===== src/rtl/ovc_pkg.sv =====
// Package with shared constants, types and codes for the overlay compositor.
`timescale 1ns / 1ps

package ovc_pkg;

    // Overlay store geometry.
    localparam int OVERLAY_DEPTH = 65536;
    localparam int ADDR_W        = $clog2(OVERLAY_DEPTH);

    // Pixel and channel layout.
    localparam int PIX_W     = 32;
    localparam int BYTE_W    = 8;
    localparam int LANES     = PIX_W / BYTE_W;
    localparam int ALPHA_LSB = 3 * BYTE_W;
    localparam int PROD_W    = 2 * BYTE_W;
    localparam logic [BYTE_W-1:0] BYTE_MAX = 8'hFF;

    // Geometry and offset widths.
    localparam int DIM_W = 12;
    localparam int OFF_W = 13;
    localparam int IDX_W = 2 * DIM_W;

    // Configuration port.
    localparam int CFG_IDX_W  = 3;
    localparam int CFG_DATA_W = OFF_W;

    typedef enum logic [CFG_IDX_W-1:0] {
        CFG_BACK_WIDTH   = 3'd0,
        CFG_FRONT_WIDTH  = 3'd1,
        CFG_FRONT_HEIGHT = 3'd2,
        CFG_X_OFFSET     = 3'd3,
        CFG_Y_OFFSET     = 3'd4
    } t_cfg_idx;

    typedef enum logic {
        CMD_LOAD    = 1'b0,
        CMD_COMPOSE = 1'b1
    } t_cmd;

    // Input word and result word.
    typedef struct packed {
        logic             command;
        logic [PIX_W-1:0] pixel;
        logic             first;
    } t_in_word;

    typedef struct packed {
        logic [PIX_W-1:0] result_pixel;
        logic             covered;
    } t_out_word;

    // Configuration register set.
    typedef struct packed {
        logic [DIM_W-1:0] back_width;
        logic [DIM_W-1:0] front_width;
        logic [DIM_W-1:0] front_height;
        logic [OFF_W-1:0] x_offset;
        logic [OFF_W-1:0] y_offset;
    } t_cfg;

    // Store access request: a write for loads, a read for composes.
    typedef struct packed {
        logic              load;
        logic [PIX_W-1:0]  pixel;
        logic              covered;
        logic [ADDR_W-1:0] addr;
    } t_mem_req;

    // Background side data that travels alongside the store read.
    typedef struct packed {
        logic [PIX_W-1:0] pixel;
        logic             covered;
    } t_mem_rsp;

endpackage


===== src/rtl/ovc_blend.sv =====
// Per-byte blend of overlay over background, divide by 255 and output register.
`timescale 1ns / 1ps

module ovc_blend (
    input  logic                      i_clk,
    input  logic                      i_rst_n,
    input  logic                      i_adv_d,
    input  logic                      i_adv_e,
    input  logic                      i_c_valid,
    input  logic [ovc_pkg::PIX_W-1:0] i_front,
    input  ovc_pkg::t_mem_rsp         i_rsp,
    output logic                      o_d_valid,
    output logic                      o_out_valid,
    output ovc_pkg::t_out_word        o_out_word
);
    import ovc_pkg::*;

    logic [BYTE_W-1:0] w_alpha;
    logic [BYTE_W-1:0] w_inv_alpha;
    logic [PROD_W-1:0] w_sum  [LANES];
    logic [PROD_W:0]   w_corr [LANES];
    logic [PIX_W-1:0]  w_blend;

    logic              r_d_valid;
    logic [PROD_W-1:0] r_d_sum [LANES];
    t_mem_rsp          r_d_rsp;
    logic              r_e_valid;
    t_out_word         r_e_word;

    // Weighted sum per byte: front*a + back*(255-a), at most 255*255.
    always_comb begin
        w_alpha     = i_front[ALPHA_LSB +: BYTE_W];
        w_inv_alpha = BYTE_MAX - w_alpha;
        for (int i = 0; i < LANES; i++) begin
            w_sum[i] = PROD_W'(i_front[i*BYTE_W +: BYTE_W]) * PROD_W'(w_alpha)
                     + PROD_W'(i_rsp.pixel[i*BYTE_W +: BYTE_W]) * PROD_W'(w_inv_alpha);
        end
    end

    // Exact floor division by 255 for sums up to 255*255: (x + 1 + (x >> 8)) >> 8.
    always_comb begin
        for (int i = 0; i < LANES; i++) begin
            w_corr[i] = (PROD_W+1)'(r_d_sum[i]) + 1'b1
                      + (PROD_W+1)'(r_d_sum[i] >> BYTE_W);
            w_blend[i*BYTE_W +: BYTE_W] = w_corr[i][BYTE_W +: BYTE_W];
        end
    end

    always_ff @(posedge i_clk) begin
        if (!i_rst_n) begin
            r_d_valid <= 1'b0;
            r_e_valid <= 1'b0;
        end else begin
            if (i_adv_d) begin
                r_d_valid <= i_c_valid;
            end
            if (i_adv_e) begin
                r_e_valid <= r_d_valid;
            end
        end
    end

    always_ff @(posedge i_clk) begin
        if (i_adv_d) begin
            r_d_sum <= w_sum;
            r_d_rsp <= i_rsp;
        end
        if (i_adv_e) begin
            r_e_word.result_pixel <= r_d_rsp.covered ? w_blend : r_d_rsp.pixel;
            r_e_word.covered      <= r_d_rsp.covered;
        end
    end

    assign o_d_valid   = r_d_valid;
    assign o_out_valid = r_e_valid;
    assign o_out_word  = r_e_word;

endmodule


===== config.mk =====
export PLATFORM = sky130hd
export DESIGN_NAME = ovc_blend
export DESIGN_NICKNAME = d
export VERILOG_FILES = /design/src/rtl/ovc_pkg.sv /design/src/rtl/ovc_blend.sv
export SDC_FILE = /design/constraint.sdc
export NUM_CORES = 1
export LEC_CHECK = 0
export BUFFER_PORTS_ARGS = -buffer_cell sky130_fd_sc_hd__clkbuf_2
export CAP_MARGIN = 0
export CORE_UTILIZATION = 35
export CTS_BUF_LIST = sky130_fd_sc_hd__clkbuf_8 sky130_fd_sc_hd__clkbuf_16
export CTS_CLUSTER_DIAMETER = 150
export DETAILED_ROUTE_END_ITERATION = 10
export HOLD_SLACK_MARGIN = 0.05
export SETUP_SLACK_MARGIN = 0.4
export SYNTH_ARGS = -nofsm -noshare
export SYNTH_HDL_FRONTEND = slang
export SYNTH_SLANG_ARGS = --single-unit

===== constraint.sdc =====
create_clock -name i_clk -period 8.45 [get_ports i_clk]
set_input_delay 1.69 -clock i_clk [delete_from_list [all_inputs] [get_ports i_clk]]
set_output_delay 1.69 -clock i_clk [all_outputs]
set_load 0.005 [all_outputs]

Word level (Yosys, flattened, before mapping). Index checks and enable logic that the tools add are counted.

Register bits after elaboration: 132. Output and inout bits: 35. Input port bits: 70. Logic and storage cells: 32.

Multiply operators: 8. Muxes and demuxes: 1. Add/sub/neg operators: 13.

Operators with widths (count): multiplier 8 x 8 -> 16 bit (8); adder 16 x 1 -> 16 bit, second input constant (4); adder 16 bit (4); adder 16 x 8 -> 16 bit (4); 2-to-1 mux 32 bit (1); subtractor 8 bit, first input constant (1).

Longest topological paths before layout.
Depth in word-level cells: 3. Depth in mapped cells: 22.

Worst setup path after synthesis. Ideal clock, no wire load.

Kind: in2reg. Start point: input i_front[25] (netlist name). End point: register r_d_sum[46] (netlist name), data pin. Stages on the path: 21. Buffers on the path: 2. Library setup time: 0.265 ns. Data required time: 8.185 ns. Slack: 1.394 ns. Arrival: 6.791 ns. Cells stage by stage: clkbuf_1 -> clkbuf_1 -> nand2_1 -> fa_1 -> inv_1 -> fa_1 -> inv_1 -> fa_1 -> fa_1 -> inv_1 -> fa_1 -> inv_1 -> fa_1 -> inv_1 -> ha_1 -> o21ai_0 -> a21boi_1 -> and3_1 -> a21boi_0 -> o21ai_0 -> xor2_1.

RTL lines: start: declaration (line ovc_blend.sv:10) `input logic [ovc_pkg::PIX_W-1:0] i_front,`; end signal: assignment (line ovc_blend.sv:65) `r_d_sum <= w_sum;`; end: declaration (line ovc_blend.sv:25) `logic [PROD_W-1:0] r_d_sum [LANES];`.

==> run metrics <==
DP Worst Slack between 0.8 and 0.9 ns; Setup TNS 0 ns; Tot Pwr around 0.0099 W; cts hold-fix bufs 0; DRT Wirelength roughly 50000 um; Bufs and invs on worst path 5; CP endpoint kind flip-flop; post-route ant nets 0; XOR/XNOR Fraction of Synth Area 2.755%; gr usage total roughly 16%; CTS tree yes; max cap viols 0; YS warnings 0; internal power ~0.0053 W; Worst-Margin Slew 1.075 ns; remaining global-route overflow 0; Sw Ratio between 40% and 50%; flops & latches, synth about 130; effective utilization at floorplan 35.59%; Synth Area in Adders between 40% and 50%; dpl hpwl 40210 um; part of the cycle the worst path needs between 80% and 90%; die height 256.0 um; skew final ~0.013 ns; Cell Pwr Density 400.7 nW/um^2; # port buffers 104; reg2reg setup slack roughly 6.0 ns; largest net degree at the start of global routing 64; syn avg cell area 9.845 um^2; Net Sw Power 0.004655 W; worst r2r src r_d_sum[28]; antenna violations before repair 1; Clock Latency Late Sink around 0.46 ns; Reg power frac around 15%; crit-path cells clkbuf_2 > buf_4 > nand2_1 > fa_1 > fa_1 > inv_1 > fa_1 > fa_1 > fa_1 > inv_1 > fa_1 > inv_1 > ha_1 > nor3_1 > nand4_1 > a31oi_1 > a21boi_0 > xor2_1; P&R area growth vs syn 9.694%; prevailing post-synth register cell edfxtp_1; RR Endpoint o_out_word[22]; nets@finish 3091; vias in the first global route around 17000; Setup crit start kind input pin; final hold viol count 0; fraction of synthesized area in multiplexers 0.3381%; worst hold slack between 0.5 and 0.6 ns; CTS Root Cell clkbuf_16; maximum root-to-sink buffer count 2; design area 24760 um^2; Seq/Total Area, Yosys between 10% and 20%; Die Area 65520 um^2; Area after DPL ~24000 um^2; clock share of power roughly 8.7%; TritonRoute pass-1 iters 5; Hold Path Cell Cnt 1; Worst path top cell family by delay adder cells; Synth Area in Simple Gates roughly 15%; Hold Crit Endpoint o_out_word[9]; Post-synth ARST share 0%; leakage power of the design roughly 12 nW; post-route setup slack ~1.3 ns; Reg clk slew, reported paths 0.07 ns; main combinational cell family by area after synthesis adder cells; CP max-delay cell clkbuf_2; Register-to-Register Path Depth 6; worst endpoint required time around 8.7 ns; DR WL/cell between 15 and 20 um; H-tree Lvls 4; vias per cell around 4.8; post-synthesis compound-gate area fraction roughly 5.5%; min Tclk post-route slightly above 7 ns; synth unique cells between 60 and 70; status completed; pins over their slew limit 0; cts repair resizes 0; core area about 63000 um^2; Post-CTS Setup Inserts 0; combinational power share roughly 76%; max incr delay on CP 0.65 ns; share of cells above drive strength 1 7.173%; gpl congestion around 0.84; die width ~260 um; first-pass GRT wire length 85800 um; CP arrival 7.37 ns; synthesized area ~23000 um^2; drc violations 0; Ports roughly 110; CP dominant cell by count fa_1; maximum vdd drop 0.3682 mV; Slew headroom approximately 28%; Iteration-0 DRC Markers around 730; final setup fails 0; Post-synth EDFFs 130; HP Class reg2reg; clk sinks 132; CTS Buf Count 17; Hold Crit Start r_d_rsp[9]; RSZ-0062 raised after global routing no; Via Count between 15000 and 20000; crit-path max FO 36; maximum clock rate 139.5 MHz; cell row count approximately 90; Cells after Synth roughly 2300; Crit Path Category in2reg
## placed cells by master (no fill, tap or decap), types with 4 or more instances in the layout
| master | synthesis | final |
|---|---|---|
| inv_1 | 536 | 536 |
| nand3_1 | 19 | 19 |
| o211ai_1 | 6 | 6 |
| xor2_1 | 25 | 25 |
| ha_1 | 273 | 273 |
| mux2_2 | 5 | 5 |
| or3_1 | 18 | 18 |
| a31oi_1 | 18 | 18 |
| edfxtp_1 | 130 | 130 |
| fa_1 | 376 | 376 |
| xnor2_1 | 46 | 46 |
| and2_1 | 118 | 118 |
| bufinv_16 | 0 | 6 |
| o2111ai_1 | 5 | 5 |
| nor3_1 | 14 | 14 |
| a211oi_1 | 6 | 6 |
| nand4_1 | 8 | 8 |
| o21a_1 | 9 | 9 |
| a21o_1 | 13 | 13 |
| clkbuf_16 | 0 | 17 |
| and3_1 | 6 | 6 |
| clkbuf_2 | 0 | 103 |
| o21ai_0 | 40 | 40 |
| nand2b_1 | 64 | 64 |
| nand2_1 | 151 | 151 |
| a21boi_0 | 4 | 4 |
| nor2b_1 | 183 | 183 |
| o21ai_1 | 4 | 4 |
| a21oi_1 | 55 | 55 |
| o21bai_1 | 4 | 4 |
| clkinv_4 | 0 | 5 |
| conb_1 | 1 | 4 |
| nor2_1 | 50 | 50 |
| buf_4 | 0 | 17 |
## layer usage
metal,vias up,GRT usage [%],part of all wire (%)
li1,7226,-,-
met1,7933,21.43,45
met2,309,28.24,49
met3,49,2.268,4.2
met4,0,4.059,1.8
met5,-,0,0
## stage by stage
stage	std cells	utilization [%]
finish	3231	39.04
global route	3231	39.04
CTS	3230	39.04
detailed placement	3199	37.97
global placement	3199	37.97
floorplan	2296	-
## worst register-to-register path, delay by kind of cell, from the launching register on
kind / cells / cell delay [ns]
DFF: 1 / 0.46
AOI/OAI and AO/OA: 5 / 1.49
adders and majority gates: 1 / 0.35
## power by group through the flow
stage | Sequential, W | Combinational, W | Clock (W)
floorplan | 0.00147 | 0.00602 | 0
global placement | 0.00153 | 0.00737 | 0
detailed placement | 0.00153 | 0.00757 | 0
CTS | 0.00152 | 0.00762 | 0.000890
global route | 0.00155 | 0.00874 | 0.000910
finish | 0.00152 | 0.00754 | 0.000863
## how the worst max path moves through the flow
stage | end | slack [ns] | start | cells after the start
2_1_floorplan | r_d_sum[46] | 1.39 | i_front[25] | 21
3_3_place_gp | r_d_sum[14] | 0.89 | i_front[28] | 19
3_5_place_dp | r_d_sum[13] | 0.83 | i_front[28] | 18
4_1_cts | r_d_sum[13] | 1.32 | i_front[28] | 18
5_1_grt | r_d_sum[14] | 0.95 | i_front[28] | 19
6_report | r_d_sum[13] | 1.28 | i_front[28] | 18
## state kept, by name (all words and copies together) (netlist names)
register	count
o_out_valid	1
o_out_word	33
o_d_valid	1
r_d_rsp	33
r_d_sum	64
## final cells by class
| class | instances | area (um^2) |
|---|---|---|
| clock inverter | 14 | 250.2 |
| clock buffer | 17 | 425.4 |
| timing repair buffer | 123 | 703.2 |
| antenna | 1 | 2.502 |
| inverter | 536 | 2012 |
| sequential | 132 | 3944 |
| tap | 846 | 1059 |
| multi-input combinational | 1562 | 16370 |
| fill | 6237 | 38660 |
## Yosys cell counts, drive strengths merged (2+ instances only)
| cell type | count | share of area (%) |
|---|---|---|
| nand3 | 19 | 0.42 |
| mux2i | 2 | 0.089 |
| nor2 | 50 | 0.83 |
| buf | 8 | 0.20 |
| o211ai | 6 | 0.20 |
| a211oi | 6 | 0.20 |
| xor2 | 25 | 0.97 |
| o2111ai | 5 | 0.19 |
| a2111oi | 2 | 0.11 |
| xnor2 | 46 | 1.8 |
| a211o | 3 | 0.12 |
| edfxtp | 130 | 17 |
| clkbuf | 58 | 0.96 |
| nor2b | 183 | 5.1 |
| a311oi | 2 | 0.078 |
| mux2 | 5 | 0.25 |
| o211a | 2 | 0.089 |
| nor3 | 14 | 0.31 |
| dfxtp | 2 | 0.18 |
| ha | 273 | 15 |
| a221oi | 2 | 0.16 |
| a31oi | 18 | 0.50 |
| o21a | 9 | 0.30 |
| inv | 536 | 8.9 |
| and3 | 6 | 0.17 |
| a21boi | 5 | 0.17 |
| o21ai | 45 | 1.0 |
| and2 | 118 | 3.3 |
| a21oi | 56 | 1.3 |
| nand4 | 8 | 0.22 |
| o311ai | 3 | 0.12 |
| a21o | 13 | 0.43 |
| or3 | 19 | 0.53 |
| or2 | 3 | 0.083 |
| o21bai | 4 | 0.13 |
| a2111o | 2 | 0.10 |
| nand2 | 151 | 2.5 |
| nand2b | 64 | 1.8 |
| fa | 376 | 33 |
## kinds of logic after synthesis
group,after synthesis
multiplexers,7
flip-flops,132
XOR/XNOR,71
AO/OA/AOI/OAI,191
other,1
adder cells (fa/ha/maj),649
buffers and inverters,602
AND/OR/NAND/NOR,640
Power figures use the tool's default switching activity.
