**src/rtl/ovc_pkg.sv**
```systemverilog
// Package with shared constants, types and codes for the overlay compositor.
`timescale 1ns / 1ps

package ovc_pkg;

    // Overlay store geometry.
    localparam int OVERLAY_DEPTH = 65536;
    localparam int ADDR_W        = $clog2(OVERLAY_DEPTH);

    // Pixel and channel layout.
    localparam int PIX_W     = 32;
    localparam int BYTE_W    = 8;
    localparam int LANES     = PIX_W / BYTE_W;
    localparam int ALPHA_LSB = 3 * BYTE_W;
    localparam int PROD_W    = 2 * BYTE_W;
    localparam logic [BYTE_W-1:0] BYTE_MAX = 8'hFF;

    // Geometry and offset widths.
    localparam int DIM_W = 12;
    localparam int OFF_W = 13;
    localparam int IDX_W = 2 * DIM_W;

    // Configuration port.
    localparam int CFG_IDX_W  = 3;
    localparam int CFG_DATA_W = OFF_W;

    typedef enum logic [CFG_IDX_W-1:0] {
        CFG_BACK_WIDTH   = 3'd0,
        CFG_FRONT_WIDTH  = 3'd1,
        CFG_FRONT_HEIGHT = 3'd2,
        CFG_X_OFFSET     = 3'd3,
        CFG_Y_OFFSET     = 3'd4
    } t_cfg_idx;

    typedef enum logic {
        CMD_LOAD    = 1'b0,
        CMD_COMPOSE = 1'b1
    } t_cmd;

    // Input word and result word.
    typedef struct packed {
        logic             command;
        logic [PIX_W-1:0] pixel;
        logic             first;
    } t_in_word;

    typedef struct packed {
        logic [PIX_W-1:0] result_pixel;
        logic             covered;
    } t_out_word;

    // Configuration register set.
    typedef struct packed {
        logic [DIM_W-1:0] back_width;
        logic [DIM_W-1:0] front_width;
        logic [DIM_W-1:0] front_height;
        logic [OFF_W-1:0] x_offset;
        logic [OFF_W-1:0] y_offset;
    } t_cfg;

    // Store access request: a write for loads, a read for composes.
    typedef struct packed {
        logic              load;
        logic [PIX_W-1:0]  pixel;
        logic              covered;
        logic [ADDR_W-1:0] addr;
    } t_mem_req;

    // Background side data that travels alongside the store read.
    typedef struct packed {
        logic [PIX_W-1:0] pixel;
        logic             covered;
    } t_mem_rsp;

endpackage

```
**src/rtl/ovc_position.sv**
```systemverilog
// Raster position tracking, coverage test and overlay index computation.
`timescale 1ns / 1ps

module ovc_position (
    input  logic              i_clk,
    input  logic              i_rst_n,
    input  ovc_pkg::t_cfg     i_cfg,
    input  logic              i_in_valid,
    input  ovc_pkg::t_in_word i_in_word,
    input  logic              i_adv_a,
    input  logic              i_adv_b,
    output logic              o_a_valid,
    output logic              o_b_valid,
    output ovc_pkg::t_mem_req o_req
);
    import ovc_pkg::*;

    typedef struct packed {
        logic              load;
        logic [PIX_W-1:0]  pixel;
        logic              in_area;
        logic [DIM_W-1:0]  dx;
        logic [DIM_W-1:0]  dy;
        logic [ADDR_W-1:0] addr;
    } t_pos_stage;

    logic [ADDR_W-1:0] r_load_addr;
    logic [DIM_W-1:0]  r_col;
    logic [DIM_W-1:0]  r_row;
    logic              r_a_valid;
    logic              r_b_valid;
    t_pos_stage        r_a;
    t_mem_req          r_b;

    logic              w_accept;
    logic              w_compose;
    logic [ADDR_W-1:0] w_cur_addr;
    logic [ADDR_W-1:0] n_load_addr;
    logic [DIM_W-1:0]  w_cur_col;
    logic [DIM_W-1:0]  w_cur_row;
    logic [DIM_W+1:0]  w_dx;
    logic [DIM_W+1:0]  w_dy;
    logic              w_inside;
    logic [DIM_W:0]    w_col_inc;
    logic [DIM_W:0]    w_limit;
    logic [DIM_W-1:0]  n_col;
    logic [DIM_W-1:0]  n_row;
    logic [IDX_W-1:0]  w_idx;
    logic              w_idx_ok;

    assign w_accept  = i_in_valid && i_adv_a;
    assign w_compose = (i_in_word.command == CMD_COMPOSE);

    // Load address, restarted by the first flag and wrapped at the store end.
    always_comb begin
        w_cur_addr  = i_in_word.first ? '0 : r_load_addr;
        n_load_addr = (w_cur_addr == ADDR_W'(OVERLAY_DEPTH - 1)) ? '0 : w_cur_addr + 1'b1;
    end

    // Position relative to the overlay origin, and the coverage test.
    always_comb begin
        w_cur_col = i_in_word.first ? '0 : r_col;
        w_cur_row = i_in_word.first ? '0 : r_row;
        w_dx = {2'b00, w_cur_col} - {i_cfg.x_offset[OFF_W-1], i_cfg.x_offset};
        w_dy = {2'b00, w_cur_row} - {i_cfg.y_offset[OFF_W-1], i_cfg.y_offset};
        w_inside = !w_dx[DIM_W+1] && (w_dx[DIM_W:0] < {1'b0, i_cfg.front_width})
                && !w_dy[DIM_W+1] && (w_dy[DIM_W:0] < {1'b0, i_cfg.front_height});
    end

    // Column and row advance. A zero row width wraps at the counter's natural end.
    always_comb begin
        w_col_inc = {1'b0, w_cur_col} + 1'b1;
        w_limit   = (i_cfg.back_width == '0) ? {1'b1, {DIM_W{1'b0}}}
                                             : {1'b0, i_cfg.back_width};
        if (w_col_inc >= w_limit) begin
            n_col = '0;
            n_row = w_cur_row + 1'b1;
        end else begin
            n_col = w_col_inc[DIM_W-1:0];
            n_row = w_cur_row;
        end
    end

    // Overlay index of a covered position; beyond the store counts as uncovered.
    always_comb begin
        w_idx    = IDX_W'(r_a.dy) * IDX_W'(i_cfg.front_width) + IDX_W'(r_a.dx);
        w_idx_ok = 32'(w_idx) < 32'(OVERLAY_DEPTH);
    end

    // Control state: counters and stage valids.
    always_ff @(posedge i_clk) begin
        if (!i_rst_n) begin
            r_load_addr <= '0;
            r_col       <= '0;
            r_row       <= '0;
            r_a_valid   <= 1'b0;
            r_b_valid   <= 1'b0;
        end else begin
            if (w_accept) begin
                if (w_compose) begin
                    r_col <= n_col;
                    r_row <= n_row;
                end else begin
                    r_load_addr <= n_load_addr;
                end
            end
            if (i_adv_a) begin
                r_a_valid <= i_in_valid;
            end
            if (i_adv_b) begin
                r_b_valid <= r_a_valid;
            end
        end
    end

    // Stage payloads.
    always_ff @(posedge i_clk) begin
        if (i_adv_a) begin
            r_a.load    <= !w_compose;
            r_a.pixel   <= i_in_word.pixel;
            r_a.in_area <= w_inside;
            r_a.dx      <= w_dx[DIM_W-1:0];
            r_a.dy      <= w_dy[DIM_W-1:0];
            r_a.addr    <= w_cur_addr;
        end
        if (i_adv_b) begin
            r_b.load    <= r_a.load;
            r_b.pixel   <= r_a.pixel;
            r_b.covered <= !r_a.load && r_a.in_area && w_idx_ok;
            r_b.addr    <= r_a.load ? r_a.addr : w_idx[ADDR_W-1:0];
        end
    end

    assign o_a_valid = r_a_valid;
    assign o_b_valid = r_b_valid;
    assign o_req     = r_b;

endmodule

```
**config.mk**
```make
export PLATFORM = sky130hd
export DESIGN_NAME = ovc_position
export DESIGN_NICKNAME = d
export VERILOG_FILES = /design/src/rtl/ovc_pkg.sv /design/src/rtl/ovc_position.sv
export SDC_FILE = /design/constraint.sdc
export NUM_CORES = 1
export LEC_CHECK = 0
export BUFFER_PORTS_ARGS = -buffer_cell sky130_fd_sc_hd__buf_2
export CORE_ASPECT_RATIO = 0.6
export CORE_MARGIN = 1
export CORE_UTILIZATION = 45
export CTS_CLUSTER_DIAMETER = 200
export DETAILED_ROUTE_END_ITERATION = 16
export PLACE_DENSITY = 0.74
export SYNTH_ARGS = -nofsm -noshare
export SYNTH_HDL_FRONTEND = slang
export SYNTH_SLANG_ARGS = --single-unit
```
**constraint.sdc**
```tcl
create_clock -name i_clk -period 10.9 [get_ports i_clk]
set_input_delay 1.09 -clock i_clk [delete_from_list [all_inputs] [get_ports i_clk]]
set_output_delay 1.09 -clock i_clk [all_outputs]
set_load 0.01 [all_outputs]
```
== Yosys cells after proc, flatten, opt, wreduce, memory -nomap -nowiden ==
Index checks and enable logic that the tools add are counted.
Widths: inputs -> output; s select.

* Bits of input ports: 101
* Word-level logic and storage cells: 49
* Output and inout bits: 52
* Register bits after elaboration: 166

* Mux-type cells: 8
* Equality and inequality tests: 1
* Reductions and logical operators: 13
* $lt $le $gt $ge: 4
* Add/subtract/negate cells: 6
* $mul: 1
* Bitwise gates (word level): 1

{| class="wikitable"
|+ Operator list
! kind !! count
|-
| $mux 12 || 4
|-
| $mux 16 || 3
|-
| $sub 13x13->14 || 2
|-
| $lt 13x12->1 || 2
|-
| $add 24x12->24 || 1
|-
| $lt 24x17->1 const B || 1
|-
| $mul 12x12->24 || 1
|-
| $add 16x1->16 const B || 1
|-
| $eq 16x16->1 const B || 1
|-
| $add 12x1->13 const B || 1
|-
| $ge 13x13->1 || 1
|-
| $mux 13 || 1
|-
| $add 12x1->12 const B || 1
|-
| $logic_not 12->1 || 1
|-
| $logic_and 1x1->1 || 6
|-
| $logic_not 1->1 || 4
|-
| $reduce_and 2->1 || 2
|-
| $not 1->1 || 1
|}

== Logic depth before layout (Yosys ltp) ==
Gate-level depths: netlist (run 1).

* Depth after elaboration: 6
* Gate-level depth with buffers: 22
* Mapped depth without buffers: 20

== Least setup slack after synthesis (run 1) ==
OpenSTA, ideal clock, no wires.

* Kind: input -> register
* Start: input i_cfg[49] (netlist bit)
* End: register r_b (netlist bit o_req[16]) (data pin)
* Setup slack: 4595 ps
* Setup time: 170 ps
* Arrival time: 6135 ps
* Cell stages on the path: 17
* Data required time: 10730 ps
* Path buffers: 1
* Path through: clkbuf_1 -> nand2_1 -> fa_1 -> fa_1 -> inv_1 -> fa_1 -> fa_1 -> fa_1 -> ha_1 -> a211oi_1 -> o21bai_1 -> nor2_1 -> a21oi_2 -> a41o_1 -> mux2i_1 -> or4_1 -> nor4_2

* Word-level cells in the longest chain between the ends: 4

{| class="wikitable"
|+ Ends and longest elaborated chain
! what !! RTL line !! source
|-
| start, declared || ovc_position.sv:7 || <nowiki>input ovc_pkg::t_cfg i_cfg,</nowiki>
|-
| $mul 12x12->24 || ovc_position.sv:86 || <nowiki>w_idx = IDX_W'(r_a.dy) * IDX_W'(i_cfg.front_width) + IDX_W'(r_a.dx);</nowiki>
|-
| $add 24x12->24 || ovc_position.sv:86 ||
|-
| $lt 24x17->1 || ovc_position.sv:87 || <nowiki>w_idx_ok = 32'(w_idx) < 32'(OVERLAY_DEPTH);</nowiki>
|-
| $logic_and 1x1->1 || ovc_position.sv:129 || <nowiki>r_b.covered <= !r_a.load && r_a.in_area && w_idx_ok;</nowiki>
|-
| end, declared || ovc_position.sv:33 || <nowiki>t_mem_req r_b;</nowiki>
|}

Every way passes these cells.
A chain may end at the register's enable or synchronous reset.

== Worst setup path after layout (run 1) ==
* Start: input i_cfg[46] (netlist bit)
* End: register r_b (netlist bit o_req[16]) (data pin)

The elaborated chain is that of the path after synthesis.

==> results.py, run 1 <==
metrics = {
    "status": {
        "status": "finished, final reports clean",
    },
    "power_and_ir_drop": {
        "pwr-share-comb": 0.585,
        "vdd_ir_drop_max_mv": 0.2248,
        "leakage_uw": 0.007140,
        "p_switching_uw": 1557,
        "powerDensity_nw_per_um2": 229.3,
        "swShare": 0.4444,
        "p_clk_frac": 0.187,
        "p_int_uw": 1947,
        "pwr-share-seq": 0.228,
    },
    "placed_design": {
        "dp_cells": 1899,
        "dpl_cell_area_um2": 14620,
        "port_buffers": 152,
        "gp_congestion": 0.9373,
        "place_hpwl_um": 25080,
    },
    "clock_network": {
        "clk_pin_slew_ns": 0.07,
        "worstSkewPairLatency_ns": 0.45,
        "h-tree-depth": 4,
        "tritoncts": "yes",
        "cts_setup_buffers": 0,
        "cts_sinks": 166,
        "numCtsBuffers": 17,
        "postCtsHoldBufs": 0,
        "cts_resized": 0,
        "clockBufferDepth": 2,
        "clockRootBuffer": "clkbuf_16",
    },
    "sta": {
        "period_minus_slack_ns": 6.255,
        "hold_viol": 0,
        "timing.slew.headroom": 0.3288,
        "rsz0062_at_grt": "no",
        "final-max-slew-violation-count": 0,
        "setup_violations": 0,
        "fmax_mhz": 159.9,
        "tns_ns": 0,
        "worst_pin_slew_ns": 1.007,
        "fin_skew_ns": 0.01363,
        "fin_crit_sh": 0.5738,
    },
    "routing": {
        "viasPerCell": 5.199,
        "vias": 10040,
        "antenna_left": 0,
        "dr.pass1.iters": 5,
        "wl_um": 31850,
        "drc": 0,
        "wl_per_cell_um": 16.49,
        "drt_iter0_markers": 749,
    },
    "global_routing": {
        "grt_pass1_wl_um": 50830,
        "grt_max_degree": 78,
        "grt_pass1_vias": 9774,
        "grt_overflow": 0,
        "track_usage": 0.2161,
        "antenna_found_initial": 1,
    },
    "synthesis": {
        "synth_cells": 1383,
        "synthTopCellsByCount": "inv_1, nand2_1, ha_1",
        "synth_seq_cells": 166,
        "synth_area_um2": 13470,
        "synth_compound_area_frac": 0.08902,
        "synth_top_area_cell": "edfxtp_1",
        "synth_top_family_by_area": "adder cells",
        "synthXorXnorAreaFrac": 0.03382,
        "async_flop_share": 0,
        "ys_warn_count": 0,
        "yosysUniqueCellTypes": 62,
        "synth_top_cell_area_share": 0.2765,
        "yosys.area_share.simple": 0.1645,
        "synth_ff_type": "edfxtp_1",
        "ys_seq_area_frac": 0.3390,
        "syn-num-nets": 1728,
        "yosysMostFrequentCell": "inv_1",
        "synth-edff-count": 124,
        "synth_area_leaders": "edfxtp_1, fa_1, ha_1",
        "synth.area.mux_share": 0.005668,
        "synth_area_per_cell_um2": 9.736,
        "synth_fa_ha_area_frac": 0.2897,
    },
    "floorplan": {
        "dieArea_um2": 30640,
        "start_util": 0.4632,
        "die_x_um": 225.3,
        "die_h_um": 136.0,
        "coreArea_um2": 29070,
        "rows": 48,
        "io_pins": 153,
    },
    "setup_path": {
        "cp_cell_sequence": "buf_2, nand2_1, fa_1, inv_1, fa_1, fa_1, fa_1, inv_1, fa_1, inv_1, ha_1, o21ai_0, o21bai_1, o22ai_1, nor2_1, nand2_1, o21ai_0, or4_1, nor4_2",
        "cp.required_ns": 11.18,
        "r2r-start": "r_a[17]",
        "crit_top_cell": "fa_1",
        "cp_slowest_stage_delay_ns": 0.57,
        "startpoint": "i_cfg[46]",
        "critPathArrivalTime_ns": 6.53,
        "worstSetupEndpointType": "flop",
        "critPathKind": "input port to flop",
        "setup.worst_path.start_class": "input port",
        "crit_path_top_delay_cell": "fa_1",
        "cp_max_fo": 13,
    },
    "final_layout": {
        "fillers": 2658,
        "areaGrowthSynthToFinish_pct": 13.48,
        "multi_input_area_um2": 7846,
        "finalNetCount": 1863,
        "drive_gt1_frac": 0.1326,
        "finalInstanceArea_um2": 15280,
        "diodes": 0,
        "seqCellArea_um2": 4564,
        "finalNonFillerCells": 1931,
    },
    "hold_path": {
        "min_from": "r_a[43]",
        "hold_class": "flop to flop",
    },
    "run": {
        "maxCapViolCount": 0,
    },
}
## final timing paths
kind / endpoint / slack (ns) / cells after the start
max reg2reg: o_req[16] / 4.77 / 17
min: o_req[19] / 0.42 / 0
min reg2reg: o_req[19] / 0.42 / 0
max: o_req[16] / 4.65 / 19
## cell families (layout without fill, tap and decap cells)
logic type | after synthesis | in the layout
buf+inv | 281 | 429
xor+xnor | 52 | 52
compound gates | 187 | 187
fa+ha+maj | 244 | 244
mux | 7 | 7
flops | 166 | 166
simple gates | 446 | 446
## worst max-delay path: cells and delay by family
| kind | cells | cell delay, ns |
|---|---|---|
| buffers and inverters | 4 | 0.38 |
| AOI/OAI and AO/OA | 4 | 0.91 |
| adders and majority gates | 6 | 3.05 |
| and+or+nand+nor | 5 | 1.10 |
## power groups by stage
stage / logic, uW / registers [uW] / clock network [uW]
after floorplan: 1460 / 813 / 0
after global placement: 1990 / 810 / 0
after detailed placement: 2040 / 814 / 0
after CTS: 2060 / 800 / 671
after global routing: 2340 / 806 / 692
final: 2050 / 800 / 654
## per-stage QoR
stage | util | hold WS (ns) | total power (uW) | worst slack (ns)
after detailed placement | 0.5031 | 0.4045 | 2851 | 4.228
after global routing | 0.5257 | 0.4268 | 3840 | 4.423
final | 0.5257 | 0.4220 | 3504 | 4.645
after CTS | 0.5257 | 0.4226 | 3526 | 4.713
after global placement | 0.5031 | 0.4006 | 2802 | 4.379
after floorplan | - | 0.4003 | 2276 | 4.595
## cell usage in the layout, fill, tap and decap left out, drive strengths merged, types with 7 or more instances in the layout
cell	Yosys	layout
clkinv	0	7
o21a	10	10
and3	11	11
a21oi	44	44
o21ai	57	57
nor3	16	16
nor2b	41	41
ha	131	131
fa	113	113
clkbuf	44	17
a22oi	7	7
a31oi	7	7
buf	0	160
xnor2	33	33
nand3	33	33
edfxtp	124	124
nor4	9	9
nand2	148	148
xor2	19	19
inv	237	243
nand2b	14	14
a211oi	7	7
nand3b	9	9
dfxtp	42	42
nor2	72	72
and2	75	75
## layout make-up
class,count,share of cell area
repair buffers,160,0.05388
multi-input cells,936,0.5135
clock inverters,15,0.01515
well taps,400,0.03275
clock buffers,17,0.02784
flip-flops and latches,166,0.2987
inverters,237,0.05822
## state kept, by name (all words and copies together), names as in the netlist
signal,flops
r_a,74
o_req,50
r_load_addr,16
r_col,12
r_row,12
o_a_valid,1
o_b_valid,1
## layer usage
layer  GRT usage  wire, um
met3     0.05641      2503
met2      0.3234     13640
met5           0         0
met1      0.3097     15230
met4     0.05556       470
Power figures use the tool's default switching activity.
==> run 2: changes to the inputs <==
PLACE_DENSITY = 0.76   (was 0.74)
clock period = 5.1 ns   (was 10.9 ns; I/O delays follow)
==> run 2 against run 1 <==
Die area unchanged; global-route usage increased by 0.36 points; routed wire length increased by 1.5%; register-to-register slack got worse by 5.3 ns; critical path depth unchanged; the flow now finishes with violations (negative setup slack); largest power group unchanged; first-iteration DRC count increased by 11%; non-clock buffer count increased by 117; highest routed layer unchanged; sequential share of layout area decreased by 2.3 points; clock skew about the same; hold slack got worse by 0.18 ns; sequential cell count unchanged; cell count increased by 6.1%.
==> results.py, run 2 (same netlist as run 1, synthesis figures left out) <==
metrics = {
    "status": {
        "status": "finished, violations left",
        "violations": "negative setup slack",
    },
    "final_layout": {
        "final_cell_mix": "inv_1, buf_2, nand2_1",
        "layout_commonest_cell": "inv_1",
        "drive_gt1_frac": 0.2379,
        "areaGrowthSynthToFinish_pct": 23.12,
        "finalNetCount": 1980,
        "top_register": "r_a",
        "finalNonFillerCells": 2048,
        "diodes": 0,
        "largest_reg_flops": 74,
        "fin_util": 0.5703,
    },
    "floorplan": {
        "coreArea_um2": 29070,
        "dieArea_um2": 30640,
        "start_util": 0.4632,
        "io_pins": 153,
        "rows": 48,
        "die_x_um": 225.3,
        "die_h_um": 136.0,
    },
    "routing": {
        "drc": 0,
        "wl_per_cell_um": 15.79,
        "viasPerCell": 5.112,
        "vias": 10470,
        "wl_um": 32340,
        "drt_iter0_markers": 831,
        "dr.pass1.iters": 5,
        "antenna_left": 0,
    },
    "global_routing": {
        "track_usage": 0.2197,
        "busiest_layer": "met2",
        "use_met2": 0.3362,
        "grt_pass1_vias": 10390,
        "globalRouteMet1Util": 0.3118,
        "grt_pass1_wl_um": 52470,
        "grt_overflow": 0,
        "grt_util_met3": 0.05554,
        "antenna_found_initial": 0,
        "grt_max_degree": 41,
    },
    "hold_path": {
        "min_from": "i_in_word[18]",
        "min_path_cells": 1,
        "hold_end": "r_a[58]",
        "hold_class": "input port to flop",
    },
    "setup_path": {
        "regToRegEndpoint": "o_req[16]",
        "critPathKind": "flop to flop",
        "r2r-start": "r_a[23]",
        "ff2ff_setup_slack_ns": -0.49,
        "worstSetupEndpointType": "flop",
        "cp_max_fo": 5,
        "critPathArrivalTime_ns": 5.86,
        "setup.worst_path.start_class": "flop",
        "worstRegToRegCells": 19,
        "cp.required_ns": 5.38,
    },
    "clock_network": {
        "h-tree-depth": 4,
        "postCtsHoldBufs": 0,
        "cts_sinks": 166,
        "clockBufferDepth": 2,
        "worstSkewPairLatency_ns": 0.44,
        "tritoncts": "yes",
        "clockRootBuffer": "clkbuf_16",
        "numCtsBuffers": 17,
        "clk_pin_slew_ns": 0.07,
    },
    "sta": {
        "fmax_mhz": 179.0,
        "worst_slack_ns": -0.4860,
        "rsz0062_at_grt": "yes",
        "worst_pin_slew_ns": 1.061,
        "timing.slew.headroom": 0.2896,
        "setup_violations": 5,
        "period_minus_slack_ns": 5.586,
        "fin_crit_sh": 1.095,
        "hold_viol": 0,
        "hold_ws_ns": 0.2444,
        "fin_skew_ns": 0.01354,
        "final-max-slew-violation-count": 0,
    },
    "placed_design": {
        "gp_congestion": 0.9246,
        "pre_cts_ws_ns": -0.6076,
        "dp_cells": 1995,
        "place_hpwl_um": 25800,
        "port_buffers": 152,
    },
    "power_and_ir_drop": {
        "powerDensity_nw_per_um2": 608.4,
        "leakage_uw": 0.007776,
        "vdd_ir_drop_max_mv": 0.6642,
        "p_total_uw": 10090,
    },
    "run": {
        "maxCapViolCount": 0,
    },
}
-- run 2: cell count changes in the layout (fill, tap and decap cells not counted), moves of 12 or more --
| cell | before | now |
|---|---|---|
| inv_1 | 237 | 225 |
| o21ai_0 | 39 | 27 |
| buf_6 | 0 | 19 |
| and2_1 | 74 | 61 |
| and2_4 | 0 | 13 |
| ha_4 | 0 | 12 |
| inv_2 | 0 | 12 |
| ha_1 | 131 | 118 |
| buf_4 | 9 | 107 |
-- run 2: layer usage --
layer | up-vias | part of all wire
li1 | 5082 | -
met3 | 30 | 0.080
met5 | - | 0
met4 | 0 | 0.014
met2 | 387 | 0.44
met1 | 4971 | 0.47
-- run 2: critical path: stages (launching register included) --
cell and delay [ns]:
edfxtp_1 0.44, buf_6 0.17, buf_6 0.11, and2_4 0.13, fa_1 0.52, inv_1 0.05
fa_1 0.51, inv_1 0.07, fa_1 0.48, fa_1 0.50, fa_1 0.52, ha_4 0.31
o21a_1 0.14, o2111a_2 0.26, o41ai_4 0.10, a21oi_2 0.18, mux2_2 0.18, nand4_1 0.09
or4_4 0.55, nor4_2 0.13
-- run 2: where the power goes --
group / switching [uW] / internal, uW
Combinational: 3530 / 3570
Clock: 563 / 738
Sequential: 41.0 / 1640
Total: 4140 / 5950
-- run 2: how the worst max path moves through the flow --
stage | startpoint | to
floorplan | i_cfg[40] | o_req[16]
global route | r_a[21] | o_req[16]
detailed placement | i_cfg[46] | o_req[16]
CTS | r_a[20] | o_req[16]
global placement | i_cfg[46] | o_req[16]
finish | r_a[23] | o_req[16]
-- run 2: cell type report --
class                      count  area, um2
fill                        2482      12490
multi-input combinational    936       8257
tap                          400      500.5
sequential                   166       4564
clock inverter                13      161.4
inverter                     237      889.6
clock buffer                  19      432.9
timing repair buffer         277       1773
-- run 2: timing repair --
action | CTS | global route
gates resized for setup | 63 | 26
pin swaps | 45 | 12
setup endpoints to repair | 8 | 9
endpoints found under the hold margin | 0 | 0
setup buffers | 20 | 4
-- run 2: through the flow --
stage | cell area (um2) | setup TNS, ns
final | 16580 | -0.7868
after global routing | 16580 | -2.004
after CTS | 16460 | -0.6134
after detailed placement | 15500 | -2.271
after global placement | 15500 | -1.410
after floorplan | 13680 | -0.1976
